===== config.mk =====
export PLATFORM = sky130hd
export DESIGN_NAME = lsac_queue
export DESIGN_NICKNAME = d
export VERILOG_FILES = /design/src/design/lsac_pkg.sv /design/src/design/lsac_queue.sv
export SDC_FILE = /design/constraint.sdc
export NUM_CORES = 1
export LEC_CHECK = 0
export BUFFER_PORTS_ARGS = -buffer_cell sky130_fd_sc_hd__buf_4
export CORE_AREA = 2 2 100 102
export CTS_CLUSTER_SIZE = 30
export DETAILED_ROUTE_END_ITERATION = 8
export DIE_AREA = 0 0 102 104
export PLACE_DENSITY = 0.86
export SYNTH_ARGS = -nofsm -noshare
export SYNTH_HDL_FRONTEND = slang
export SYNTH_SLANG_ARGS = --single-unit

===== constraint.sdc =====
create_clock -name aclk -period 2.45 [get_ports aclk]
set_clock_uncertainty 0.15 [all_clocks]
set_input_delay 0.3675 -clock aclk [delete_from_list [all_inputs] [get_ports aclk]]
set_output_delay 0.3675 -clock aclk [all_outputs]
set_load 0.1 [all_outputs]

===== src/design/lsac_pkg.sv =====
`timescale 1ns / 1ps
// ----------------------------------------------------------------------------
// Lattice site access package
// Shared widths, codes, structures and the stride helper used by the
// lattice site access block.
// ----------------------------------------------------------------------------
package lsac_pkg;

    // Sizes of the lattice store and the fixed field widths.
    localparam int NUM_COORDS  = 4;
    localparam int MAX_DIMS    = 4;
    localparam int DIM_LIMIT   = (MAX_DIMS < NUM_COORDS) ? MAX_DIMS : NUM_COORDS;
    localparam int CAPACITY    = 4096;
    localparam int ADDR_W      = $clog2(CAPACITY);
    localparam int CAP_W       = $clog2(CAPACITY + 1);
    localparam int LEN_W       = 13;
    localparam int DATA_W      = 16;
    localparam int MAG_W       = DATA_W - 1;
    localparam int FUNC_W      = 2;
    localparam int CLASS_W     = 2;
    localparam int NDIM_W      = 3;
    localparam int PROD_W      = LEN_W + CAP_W;
    localparam int SUM_W       = PROD_W + $clog2(NUM_COORDS);
    localparam int QUEUE_DEPTH = 4;
    localparam int QPTR_W      = $clog2(QUEUE_DEPTH);
    localparam int QCNT_W      = $clog2(QUEUE_DEPTH + 1);
    localparam int PADDR_W     = 5;
    localparam int PDATA_W     = 32;
    localparam int REG_IDX_W   = 3;
    localparam int SETTLE_W    = 2;

    // Request codes.
    localparam logic [FUNC_W-1:0] FUNC_READ  = 2'd0;
    localparam logic [FUNC_W-1:0] FUNC_ADD   = 2'd1;
    localparam logic [FUNC_W-1:0] FUNC_CLEAR = 2'd2;

    // Site classes.
    localparam logic [CLASS_W-1:0] CLASS_NORMAL  = 2'd0;
    localparam logic [CLASS_W-1:0] CLASS_CLOSED  = 2'd1;
    localparam logic [CLASS_W-1:0] CLASS_OPEN    = 2'd2;
    localparam logic [CLASS_W-1:0] CLASS_OUTSIDE = 2'd3;

    // Register indexes on the configuration port.
    localparam logic [REG_IDX_W-1:0] REG_NUM_DIMS   = 3'd0;
    localparam logic [REG_IDX_W-1:0] REG_LEN_DIM0   = 3'd1;
    localparam logic [REG_IDX_W-1:0] REG_LEN_DIM1   = 3'd2;
    localparam logic [REG_IDX_W-1:0] REG_LEN_DIM2   = 3'd3;
    localparam logic [REG_IDX_W-1:0] REG_LEN_DIM3   = 3'd4;
    localparam logic [REG_IDX_W-1:0] REG_OPEN_EDGES = 3'd5;

    // Lattice geometry as seen by the front end.
    typedef struct packed {
        logic [NUM_COORDS-1:0]                  dim_used;
        logic [NUM_COORDS-1:0][LEN_W-1:0]       len;
        logic [NUM_COORDS-1:0][CAP_W-1:0]       stride;
        logic [2*NUM_COORDS-1:0]                open_edges;
    } lsac_cfg_t;

    // One classified request waiting for the store.
    typedef struct packed {
        logic [FUNC_W-1:0]  func;
        logic [ADDR_W-1:0]  addr;
        logic [DATA_W-1:0]  diff;
        logic [CLASS_W-1:0] site_class;
        logic               outside;
    } lsac_entry_t;

    // Next stride, saturated at the capacity: any stride at or above the
    // capacity already pushes a nonzero coordinate past the store.
    function automatic logic [CAP_W-1:0] cap_mul(input logic [CAP_W-1:0] stride,
                                                 input logic [LEN_W-1:0] len);
        logic [PROD_W-1:0] prod;
        prod = PROD_W'(stride) * PROD_W'(len);
        if (prod >= PROD_W'(CAPACITY)) begin
            cap_mul = CAP_W'(CAPACITY);
        end else begin
            cap_mul = prod[CAP_W-1:0];
        end
    endfunction

endpackage


===== src/design/lsac_queue.sv =====
`timescale 1ns / 1ps
// ----------------------------------------------------------------------------
// Request queue
// Short first-in first-out buffer between the classifying front end and the
// store back end, so that each side can stall on its own.
// ----------------------------------------------------------------------------
module lsac_queue (
    input  logic                 aclk,
    input  logic                 aresetn,
    input  logic                 push,
    input  lsac_pkg::lsac_entry_t push_data,
    output logic                 full,
    input  logic                 pop,
    output lsac_pkg::lsac_entry_t pop_data,
    output logic                 empty
);

    lsac_pkg::lsac_entry_t                entries [lsac_pkg::QUEUE_DEPTH];
    logic [lsac_pkg::QPTR_W-1:0]          wr_ptr_reg;
    logic [lsac_pkg::QPTR_W-1:0]          rd_ptr_reg;
    logic [lsac_pkg::QCNT_W-1:0]          count_reg;
    logic                                 do_push;
    logic                                 do_pop;

    assign full     = (count_reg == lsac_pkg::QCNT_W'(lsac_pkg::QUEUE_DEPTH));
    assign empty    = (count_reg == '0);
    assign do_push  = push && !full;
    assign do_pop   = pop && !empty;
    assign pop_data = entries[rd_ptr_reg];

    // Pointers and fill count.
    always_ff @(posedge aclk) begin
        if (!aresetn) begin
            wr_ptr_reg <= '0;
            rd_ptr_reg <= '0;
            count_reg  <= '0;
        end else begin
            if (do_push) begin
                wr_ptr_reg <= (wr_ptr_reg == lsac_pkg::QPTR_W'(lsac_pkg::QUEUE_DEPTH - 1))
                              ? '0 : wr_ptr_reg + 1'b1;
            end
            if (do_pop) begin
                rd_ptr_reg <= (rd_ptr_reg == lsac_pkg::QPTR_W'(lsac_pkg::QUEUE_DEPTH - 1))
                              ? '0 : rd_ptr_reg + 1'b1;
            end
            if (do_push && !do_pop) begin
                count_reg <= count_reg + 1'b1;
            end else if (do_pop && !do_push) begin
                count_reg <= count_reg - 1'b1;
            end
        end
    end

    // Entry storage.
    always_ff @(posedge aclk) begin
        if (do_push) begin
            entries[wr_ptr_reg] <= push_data;
        end
    end

endmodule


==> run metrics <==
Pleak about 2.5 nW; ANT cells 0; CP max stage delay 0.51 ns; R2R depth 8; crit path kind reg2out; Worst setup SP type flop; area of the multi-input gates 0.00106 mm2; # setup viols final 0; sequential fraction of the synthesis area 78.4%; RSZ-0062 raised after global routing yes; CTS buffer count 17; initial antenna violation count 0; Post-Route WL about 9.7 mm; largest net degree at the start of global routing 24; Root Buffer Master clkbuf_8; Top delay family on crit path multiplexers; Place WS between 0.2 and 0.25 ns; clock sinks between 100 and 150; Fillers approximately 540; antenna viol nets, final 0; Worst Hold Class in2reg; DP HPWL about 5.2 mm; routed vias 2628; Placed Cells ~430; final core occ 74.0%; # port buffers approximately 70; crit path max fanout 9; CP Buf/Inv Count 2; Cell Count, Final, Fillers Out 498; #FFs+latches synth around 140; CP endpoint kind primary output; Achievable Freq around 410 MHz; Post-Syn Area about 0.0053 mm2; PwrDens around 1300 mW/mm2; Vias/cell between 5 and 6; Netlist cell types 25; share of layout cells above drive strength 1 between 40% and 50%; crit path max-delay cell type mux4_2; Top Ports 72; worst hold path depth 4; MaxCap Viol Count 0; Reg clk slew, reported paths around 0.06 ns; most frequent cells in the layout edfxtp_1 (132), buf_4 (67), dlygate4sd3_1 (34), mux4_2 (32), clkbuf_16 (16); r2r endpoint count_reg[2]; DRC 0; Layout area overhead 33.5%; synth warn 0; Global Route Usage Sum between 10% and 20%; Post-Syn Instances between 200 and 250; total gr overflow 0; Fin. Hold Viols 0; CTS tree built; DIE WIDTH roughly 100 um; Clock Path Buffers 2; Final GP Congestion 0.756; worst vdd ir 0.000733 V; Die H around 100 um; post-route setup slack ~0.026 ns; hold_sp pop; initial core utilization a little under three fifths; Slew HR 76.5%; drt wl/cell 19.4 um; Post-Synthesis Net Count between 200 and 300; Register-to-Register Setup Slack between 0.2 and 0.25 ns; crit path DAT roughly 1.9 ns; Worst-Skew Late Latency a little over 0.5 ns; Iteration-0 DRC Markers 106; H-tree Lvls 4; outcome complete, no violations; Layout Nets 396; core area 0.00955 mm2; FF/Latch Area approximately 0.0042 mm2; first-pass GRT wire length 14.9 mm; CP required approximately 1.9 ns; Syn Area/Cell 23.6 um2; Worst Tran Pin Value about 0.35 ns; CP Cell Sequence bufbuf_16 -> mux4_2 -> buf_6; fin crit period approximately 2.4 ns; final worst path period share ~99%; number of flip-flops under the largest register name about 130; Die ar. 0.0106 mm2; vias in the first global route 2842; Core Rows 36; commonest non-fill, non-tap cell in the layout edfxtp_1; Max Slew Vio Count 0; worst reg2reg startpoint count_reg[2]; Pre-Repair DR Iteration Count 4
-- power by group --
part | total, mW | switching (mW) | leakage [nW] | internal [mW]
clock network | 2.46 | 0.987 | 0.272 | 1.47
registers | 3.08 | 0.129 | 1.29 | 2.95
logic | 3.69 | 2.59 | 0.914 | 1.10
total | 9.23 | 3.71 | 2.47 | 5.52
-- worst register-to-register path: cells and delay by family (launching register included) --
kind	cells	cell delay, ns
flip-flops	1	0.34
AO/OA/AOI/OAI	1	0.17
buffers and inverters	1	0.04
adder cells (fa/ha/maj)	2	0.58
XOR/XNOR	1	0.18
AND/OR/NAND/NOR	3	0.71
-- kinds of logic after synthesis --
| logic type | synth area share [%] |
|---|---|
| muxes | 14.8 |
| AOI/OAI and AO/OA | 0.568 |
| buffers and inverters | 2.08 |
| DFF | 78.4 |
| adders and majority gates | 1.80 |
| xor gates and xnor gates | 0.331 |
| and+or+nand+nor | 2.03 |
-- cell type report --
type | count | area share, %
Clock inverter | 13 | 2.20
Multi-Input combinational cell | 70 | 15.0
Sequential cell | 141 | 58.9
Inverter | 3 | 0.159
Timing Repair Buffer | 119 | 15.5
Clock buffer | 19 | 5.97
Tap cell | 133 | 2.36
-- synth_stat cells --
cell / count / area share, %
buf_6: 1 / 0.21
xor2_1: 1 / 0.17
nand3_1: 2 / 0.19
inv_1: 3 / 0.21
fa_1: 1 / 0.38
dfxtp_1: 9 / 3.4
nand2_1: 6 / 0.43
mux2i_1: 3 / 0.57
nor3_1: 1 / 0.095
edfxtp_1: 132 / 75
ha_1: 6 / 1.4
o31ai_1: 1 / 0.14
nor2_1: 2 / 0.14
nor2b_1: 2 / 0.24
buf_2: 4 / 0.38
nor3b_2: 1 / 0.24
mux4_1: 3 / 1.5
a21boi_0: 1 / 0.14
buf_12: 3 / 1.1
clkbuf_1: 2 / 0.14
or3_1: 1 / 0.12
and2_1: 5 / 0.59
o21ai_0: 3 / 0.28
mux4_2: 30 / 13
xnor2_1: 1 / 0.17
-- repair_timing --
| item | in CTS | in global routing |
|---|---|---|
| setup buffers | 0 | 0 |
| cloned | 1 | 0 |
| hold endpoints to repair | 134 | 0 |
| gates resized for setup | 16 | 5 |
| setup endpoints to repair | 18 | 14 |
| hold buffers | 34 | 0 |
-- worst max-delay path by stage --
stage / slack [ns] / startpoint / depth (start not counted) / endpoint
5_1_grt: -0.04 / flop / 3 / pop_data[11]
4_1_cts: -0.02 / flop / 3 / pop_data[6]
3_3_place_gp: 0.32 / count_reg[1] / 8 / count_reg[2]
3_5_place_dp: 0.21 / count_reg[2] / 8 / count_reg[2]
6_report: 0.03 / flop / 3 / pop_data[6]
2_1_floorplan: -0.15 / count_reg[0] / 9 / count_reg[2]
-- metrics by stage --
step / hold WS (ns) / cell area (um2) / power, mW / TNS (ns)
finish: 0.166 / 7060 / 9.23 / 0
global route: 0.205 / 7060 / 9.53 / -0.292
CTS: 0.138 / 7060 / 9.26 / -0.129
detailed placement: 0.346 / 6050 / 6.60 / 0
global placement: 0.333 / 6050 / 6.55 / 0
floorplan: 0.316 / 5330 / 5.95 / -0.247
-- metal layers --
metal	up-vias	global-route usage [%]	wire (um)
met4	0	7.14	143
met2	75	32.9	5200
met5	-	0	0
met1	1348	23.7	3910
li1	1190	-	-
met3	15	6.12	412
No activity file was read; power rests on OpenSTA's default activity.
