==> config.mk <==
export PLATFORM = sky130hd
export DESIGN_NAME = lsac_front
export DESIGN_NICKNAME = d
export VERILOG_FILES = /design/src/design/lsac_pkg.sv /design/src/design/lsac_front.sv
export SDC_FILE = /design/constraint.sdc
export NUM_CORES = 2
export LEC_CHECK = 0
export BUFFER_PORTS_ARGS = -buffer_cell sky130_fd_sc_hd__buf_4
export CAP_MARGIN = 10
export CORE_ASPECT_RATIO = 1.25
export CORE_MARGIN = 2
export CORE_UTILIZATION = 40
export DETAILED_ROUTE_END_ITERATION = 10
export REMOVE_ABC_BUFFERS = 1
export SYNTH_ARGS = -nofsm -noshare
export SYNTH_HDL_FRONTEND = slang
export SYNTH_SLANG_ARGS = --single-unit
==> constraint.sdc <==
create_clock -name aclk -period 9.25 [get_ports aclk]
set_input_delay 1.85 -clock aclk [delete_from_list [all_inputs] [get_ports aclk]]
set_output_delay 1.85 -clock aclk [all_outputs]
set_load 0.005 [all_outputs]
==> src/design/lsac_pkg.sv <==
`timescale 1ns / 1ps
// ----------------------------------------------------------------------------
// Lattice site access package
// Shared widths, codes, structures and the stride helper used by the
// lattice site access block.
// ----------------------------------------------------------------------------
package lsac_pkg;

    // Sizes of the lattice store and the fixed field widths.
    localparam int NUM_COORDS  = 4;
    localparam int MAX_DIMS    = 4;
    localparam int DIM_LIMIT   = (MAX_DIMS < NUM_COORDS) ? MAX_DIMS : NUM_COORDS;
    localparam int CAPACITY    = 4096;
    localparam int ADDR_W      = $clog2(CAPACITY);
    localparam int CAP_W       = $clog2(CAPACITY + 1);
    localparam int LEN_W       = 13;
    localparam int DATA_W      = 16;
    localparam int MAG_W       = DATA_W - 1;
    localparam int FUNC_W      = 2;
    localparam int CLASS_W     = 2;
    localparam int NDIM_W      = 3;
    localparam int PROD_W      = LEN_W + CAP_W;
    localparam int SUM_W       = PROD_W + $clog2(NUM_COORDS);
    localparam int QUEUE_DEPTH = 4;
    localparam int QPTR_W      = $clog2(QUEUE_DEPTH);
    localparam int QCNT_W      = $clog2(QUEUE_DEPTH + 1);
    localparam int PADDR_W     = 5;
    localparam int PDATA_W     = 32;
    localparam int REG_IDX_W   = 3;
    localparam int SETTLE_W    = 2;

    // Request codes.
    localparam logic [FUNC_W-1:0] FUNC_READ  = 2'd0;
    localparam logic [FUNC_W-1:0] FUNC_ADD   = 2'd1;
    localparam logic [FUNC_W-1:0] FUNC_CLEAR = 2'd2;

    // Site classes.
    localparam logic [CLASS_W-1:0] CLASS_NORMAL  = 2'd0;
    localparam logic [CLASS_W-1:0] CLASS_CLOSED  = 2'd1;
    localparam logic [CLASS_W-1:0] CLASS_OPEN    = 2'd2;
    localparam logic [CLASS_W-1:0] CLASS_OUTSIDE = 2'd3;

    // Register indexes on the configuration port.
    localparam logic [REG_IDX_W-1:0] REG_NUM_DIMS   = 3'd0;
    localparam logic [REG_IDX_W-1:0] REG_LEN_DIM0   = 3'd1;
    localparam logic [REG_IDX_W-1:0] REG_LEN_DIM1   = 3'd2;
    localparam logic [REG_IDX_W-1:0] REG_LEN_DIM2   = 3'd3;
    localparam logic [REG_IDX_W-1:0] REG_LEN_DIM3   = 3'd4;
    localparam logic [REG_IDX_W-1:0] REG_OPEN_EDGES = 3'd5;

    // Lattice geometry as seen by the front end.
    typedef struct packed {
        logic [NUM_COORDS-1:0]                  dim_used;
        logic [NUM_COORDS-1:0][LEN_W-1:0]       len;
        logic [NUM_COORDS-1:0][CAP_W-1:0]       stride;
        logic [2*NUM_COORDS-1:0]                open_edges;
    } lsac_cfg_t;

    // One classified request waiting for the store.
    typedef struct packed {
        logic [FUNC_W-1:0]  func;
        logic [ADDR_W-1:0]  addr;
        logic [DATA_W-1:0]  diff;
        logic [CLASS_W-1:0] site_class;
        logic               outside;
    } lsac_entry_t;

    // Next stride, saturated at the capacity: any stride at or above the
    // capacity already pushes a nonzero coordinate past the store.
    function automatic logic [CAP_W-1:0] cap_mul(input logic [CAP_W-1:0] stride,
                                                 input logic [LEN_W-1:0] len);
        logic [PROD_W-1:0] prod;
        prod = PROD_W'(stride) * PROD_W'(len);
        if (prod >= PROD_W'(CAPACITY)) begin
            cap_mul = CAP_W'(CAPACITY);
        end else begin
            cap_mul = prod[CAP_W-1:0];
        end
    endfunction

endpackage

==> src/design/lsac_front.sv <==
`timescale 1ns / 1ps
// ----------------------------------------------------------------------------
// Request front end
// Accepts requests, checks each coordinate against its length, classifies
// the site and forms the linear address from the strides.
// ----------------------------------------------------------------------------
module lsac_front (
    input  logic                                 aclk,
    input  logic                                 aresetn,
    input  logic                                 accept_en,
    input  lsac_pkg::lsac_cfg_t                  cfg,
    input  logic                                 s_valid,
    output logic                                 s_ready,
    input  logic [lsac_pkg::FUNC_W-1:0]          s_func,
    input  logic signed [lsac_pkg::DATA_W-1:0]   s_coord_0,
    input  logic signed [lsac_pkg::DATA_W-1:0]   s_coord_1,
    input  logic signed [lsac_pkg::DATA_W-1:0]   s_coord_2,
    input  logic signed [lsac_pkg::DATA_W-1:0]   s_coord_3,
    input  logic signed [lsac_pkg::DATA_W-1:0]   s_diff,
    input  logic                                 q_full,
    output logic                                 q_push,
    output lsac_pkg::lsac_entry_t                q_data
);

    // Stage one: the accepted word.
    logic                                          f1_valid_reg;
    logic [lsac_pkg::FUNC_W-1:0]                   f1_func_reg;
    logic [lsac_pkg::NUM_COORDS-1:0][lsac_pkg::DATA_W-1:0] f1_coord_reg;
    logic [lsac_pkg::DATA_W-1:0]                   f1_diff_reg;

    // Stage two: per-dimension products and flags.
    logic                                          f2_valid_reg;
    logic [lsac_pkg::FUNC_W-1:0]                   f2_func_reg;
    logic [lsac_pkg::DATA_W-1:0]                   f2_diff_reg;
    logic                                          f2_out_reg;
    logic [lsac_pkg::CLASS_W-1:0]                  f2_class_reg;
    logic [lsac_pkg::NUM_COORDS-1:0][lsac_pkg::PROD_W-1:0] f2_prod_reg;

    logic                                          front_go;
    logic [lsac_pkg::NUM_COORDS-1:0][lsac_pkg::DATA_W-1:0] in_coord;
    logic [lsac_pkg::NUM_COORDS-1:0]               dim_out;
    logic [lsac_pkg::NUM_COORDS-1:0]               dim_open;
    logic [lsac_pkg::NUM_COORDS-1:0]               dim_edge;
    logic [lsac_pkg::NUM_COORDS-1:0][lsac_pkg::PROD_W-1:0] dim_prod;
    logic [lsac_pkg::CLASS_W-1:0]                  class_next;
    logic [lsac_pkg::SUM_W-1:0]                    addr_sum;
    logic                                          outside;

    assign in_coord[0] = s_coord_0;
    assign in_coord[1] = s_coord_1;
    assign in_coord[2] = s_coord_2;
    assign in_coord[3] = s_coord_3;

    // The whole front moves together whenever its last stage can drain.
    assign front_go = !f2_valid_reg || !q_full;
    assign s_ready  = front_go && accept_en;

    // Per-dimension range check, edge detection and address term.
    always_comb begin
        logic [lsac_pkg::MAG_W-1:0] cmag;
        logic [lsac_pkg::MAG_W-1:0] len_ext;
        logic                       in_range;
        logic                       lower;
        logic                       upper;
        for (int d = 0; d < lsac_pkg::NUM_COORDS; d++) begin
            cmag     = f1_coord_reg[d][lsac_pkg::MAG_W-1:0];
            len_ext  = lsac_pkg::MAG_W'(cfg.len[d]);
            in_range = !f1_coord_reg[d][lsac_pkg::DATA_W-1] && (cmag < len_ext);
            lower    = (f1_coord_reg[d] == '0);
            upper    = !lower && (cmag == len_ext - 1'b1);
            dim_out[d]  = cfg.dim_used[d] && !in_range;
            dim_open[d] = cfg.dim_used[d] &&
                          ((lower && cfg.open_edges[2*d]) || (upper && cfg.open_edges[2*d+1]));
            dim_edge[d] = cfg.dim_used[d] && (lower || upper);
            if (cfg.dim_used[d] && in_range) begin
                dim_prod[d] = lsac_pkg::PROD_W'(cmag[lsac_pkg::LEN_W-1:0]) *
                              lsac_pkg::PROD_W'(cfg.stride[d]);
            end else begin
                dim_prod[d] = '0;
            end
        end
        if (|dim_open) begin
            class_next = lsac_pkg::CLASS_OPEN;
        end else if (|dim_edge) begin
            class_next = lsac_pkg::CLASS_CLOSED;
        end else begin
            class_next = lsac_pkg::CLASS_NORMAL;
        end
    end

    // Front pipeline registers.
    always_ff @(posedge aclk) begin
        if (!aresetn) begin
            f1_valid_reg <= 1'b0;
            f2_valid_reg <= 1'b0;
        end else if (front_go) begin
            f1_valid_reg <= s_valid && accept_en;
            f2_valid_reg <= f1_valid_reg;
        end
    end

    always_ff @(posedge aclk) begin
        if (front_go) begin
            f1_func_reg  <= s_func;
            f1_coord_reg <= in_coord;
            f1_diff_reg  <= s_diff;
            f2_func_reg  <= f1_func_reg;
            f2_diff_reg  <= f1_diff_reg;
            f2_out_reg   <= |dim_out;
            f2_class_reg <= class_next;
            f2_prod_reg  <= dim_prod;
        end
    end

    // Address sum and capacity check on the way into the queue.
    always_comb begin
        addr_sum = '0;
        for (int d = 0; d < lsac_pkg::NUM_COORDS; d++) begin
            addr_sum = addr_sum + lsac_pkg::SUM_W'(f2_prod_reg[d]);
        end
        outside = f2_out_reg || (addr_sum >= lsac_pkg::SUM_W'(lsac_pkg::CAPACITY));
    end

    assign q_push            = f2_valid_reg && !q_full;
    assign q_data.func       = f2_func_reg;
    assign q_data.addr       = addr_sum[lsac_pkg::ADDR_W-1:0];
    assign q_data.diff       = f2_diff_reg;
    assign q_data.site_class = outside ? lsac_pkg::CLASS_OUTSIDE : f2_class_reg;
    assign q_data.outside    = outside;

endmodule

==> results_dict.tcl <==
set metrics [dict create \
    cts_buffers 25 \
    gp_congestion 0.865 \
    drt_iter0_drc 1235 \
    finalSetupViolCount 0 \
    worstSetupEndpoint "q_data[1]" \
    grt_first_pass_wirelength_mm 143 \
    crit_buf_inv 4 \
    num_io_pins 238 \
    final_area_mm2 0.0386 \
    n_antenna_cell 0 \
    max_cap_violations 0 \
    synth_area_per_cell_um2 9.21 \
    synth_area_leader_cell "fa_1" \
    ys.flop_type "edfxtp_1" \
    synth_top_area_share_pct 30.7 \
    placed_cells 5078 \
    synth-edff-count 207 \
    p_leak_uw 0.0192 \
    multi_input_area_mm2 0.0249 \
    tightest_slew_ns 1.01 \
    grt-ovfl-total 0 \
    drive_gt1_share_pct 7.89 \
    synth_common_cells "864 x inv_1, 536 x fa_1, 431 x nand2_1" \
    tritoncts "built" \
    path_class "flop to primary output" \
    syn_inst 3790 \
    route.met3.wl_mm 3.03 \
    synthArstFlopShare_pct 0 \
    netlist_area_mm2 0.0349 \
    max-clock-path-buffers 3 \
    crit_start "f2_prod_reg[32]" \
    status "finished clean" \
    clk_latency_ns 0.58 \
    root_buffer "clkbuf_16" \
    start_util_pct 40.2 \
    final_hold_viol_count 0 \
    cp-start-kind "flop" \
    cts_setup_buffers 0 \
    r2r_start "f1_coord_reg[25]" \
    critPathArrivalTime_ns 5.32 \
    io_buffers 237 \
    tns_ns 0 \
    clkSlewWorstSetupHoldPaths_ns 0.06 \
    rsz0062_at_grt "no" \
    nets 5043 \
    grt_usage_pct 20.1 \
    dr.max_layer_used "met5" \
    powerDensity_mw_per_mm2 254 \
    synth-seq-cells 209 \
    fmax_mhz 140 \
    ff2ff_setup_slack_ns 2.73 \
    largest_reg_flops 104 \
    fp.dieW_um 268 \
    register_area_mm2 0.00626 \
    worstHoldPathType "flop to flop" \
    die-area_mm2 0.0897 \
    drc 0 \
    grt_max_degree 175 \
    dr.pass1.iters 6 \
    yosysSeqAreaShare_pct 17.9 \
    path_delay_family "compound AO/OA/AOI/OAI gates" \
    ctsHoldBuffers 0 \
    htree_levels 1 \
    fin_cells 5120 \
    setup_ws_ns 2.08 \
    grt_pass1_vias 27300 \
    clock-sinks 209 \
    crit_path_max_incr_delay_ns 0.71 \
    drtAntennaViolNets 0 \
    ir_drop_mv 0.249 \
    yosysUniqueCellTypes 80 \
    placed_area_mm2 0.0378 \
    core_area_mm2 0.0867 \
    hold_start "f1_diff_reg[10]" \
    cp-end-kind "primary output" \
    crit_cells 16 \
    die_h_um 334 \
    wl_met2_mm 45.2 \
    period_share_pct 77.5 \
    cp_data_required_time_ns 7.40 \
    rr_endpoint "f2_prod_reg[51]" \
    period_minus_slack_ns 7.17 \
    synthTopCellsByArea "fa_1 31%, edfxtp_1 18%, ha_1 13%, inv_1 9.3%, and2_1 5.8%" \
    drt_wl_total_mm 87.2 \
    post_drt_wl_per_cell_um 17.0 \
    cts_resized 0 \
    reg2reg_depth 20 \
    cp_max_fo 3 \
    drv_slew 0 \
    antenna_found_initial 1 \
    crit_slowest_cell "a2111oi_0" \
    fin_worst_skew_ns 0.0259 \
    dp_hpwl_mm 69.8 \
    nFillCells 8533 \
    ys_warn_count 0 \
    cp_cell_sequence "inv_1 > fa_1 > inv_1 > fa_1 > ha_1 > o21ai_0 > a21o_1 > a2111oi_0 > o211a_1 > a31oi_1 > nor4_1 > nand4_1 > nor4_1 > buf_4 > nand2b_1 > buf_4" \
    rows 121 \
    areaGrowthSynthToFinish_pct 10.6 \
    wl_met1_mm 36.1 \
    vias 25800 \
    slew_headroom_pct 32.2 \
    dp_slack_ns 1.55 \
    synth.most_common_cell "inv_1" \
    via_per_inst 5.05 \
]
## per-stage QoR
step           utilization [%]  hold WS (ns)  total power (uW)
2_1_floorplan                -         0.400              7010
3_3_place_gp              43.6         0.401              8750
3_5_place_dp              43.6         0.405              8790
4_1_cts                   44.5         0.421              9940
5_1_grt                   44.5         0.428             11100
6_report                  44.5         0.419              9800
## cells in the final DEF, fill, tap and decap left out, types with 5 or more instances in the layout
master	instances
nand3_1	38
o41ai_1	5
a21oi_1	103
nor3b_1	7
nand3b_1	5
buf_4	249
and2_1	321
or2_2	6
nor4_1	33
nor3_1	43
xor2_1	56
ha_1	367
clkbuf_16	25
or4_1	7
o2111ai_1	5
a2111oi_0	5
o211ai_1	16
o21a_1	7
xnor2_1	83
inv_1	864
fa_1	536
a21o_1	47
nand4_1	25
a31oi_1	15
mux2i_1	10
nor2_1	142
a41oi_1	5
nand2b_1	24
edfxtp_1	207
or3_1	13
and3_1	31
o21ai_0	69
o21bai_1	18
nand2_1	430
a211o_1	6
nor2b_1	13
a211oi_1	20
## area by class of cell
| type | instances | area share [%] |
|---|---|---|
| repair buffers | 250 | 4.89 |
| clock buffers | 26 | 1.63 |
| inverters | 864 | 8.40 |
| clock inverters | 16 | 0.557 |
| multi-input cells | 2587 | 64.5 |
| well taps | 1168 | 3.78 |
| flip-flops and latches | 209 | 16.2 |
## worst min-delay path by stage
stage,to,slack (ns),depth (start not counted)
floorplan,f2_diff_reg[0],0.40,0
global placement,f2_diff_reg[4],0.40,0
detailed placement,f2_diff_reg[7],0.41,0
CTS,f2_diff_reg[6],0.42,0
global route,f2_diff_reg[14],0.43,0
finish,f2_diff_reg[10],0.42,0
## metal layers
layer | GRT usage [%] | vias to the layer above
met2 | 36.3 | 488
li1 | - | 12200
met5 | 0 | -
met1 | 25.2 | 13000
met3 | 1.60 | 146
met4 | 6.63 | 2
## kinds of logic after synthesis
logic type	count (synthesis)	synth area share [%]
flip-flops	209	17.9
multiplexers	13	0.383
adder cells (fa/ha/maj)	903	43.9
XOR/XNOR	139	3.49
buffers and inverters	994	10.7
AND/OR/NAND/NOR	1160	16.6
AO/OA/AOI/OAI	372	6.98
## power by group
| part | leakage (uW) | total [uW] | switching (uW) | internal (uW) |
|---|---|---|---|---|
| registers | 0.00236 | 1270 | 121 | 1150 |
| clock network | 0.000411 | 1060 | 450 | 611 |
| logic | 0.0164 | 7470 | 4280 | 3190 |
| total | 0.0192 | 9800 | 4850 | 4950 |
Power figures use the tool's default switching activity.
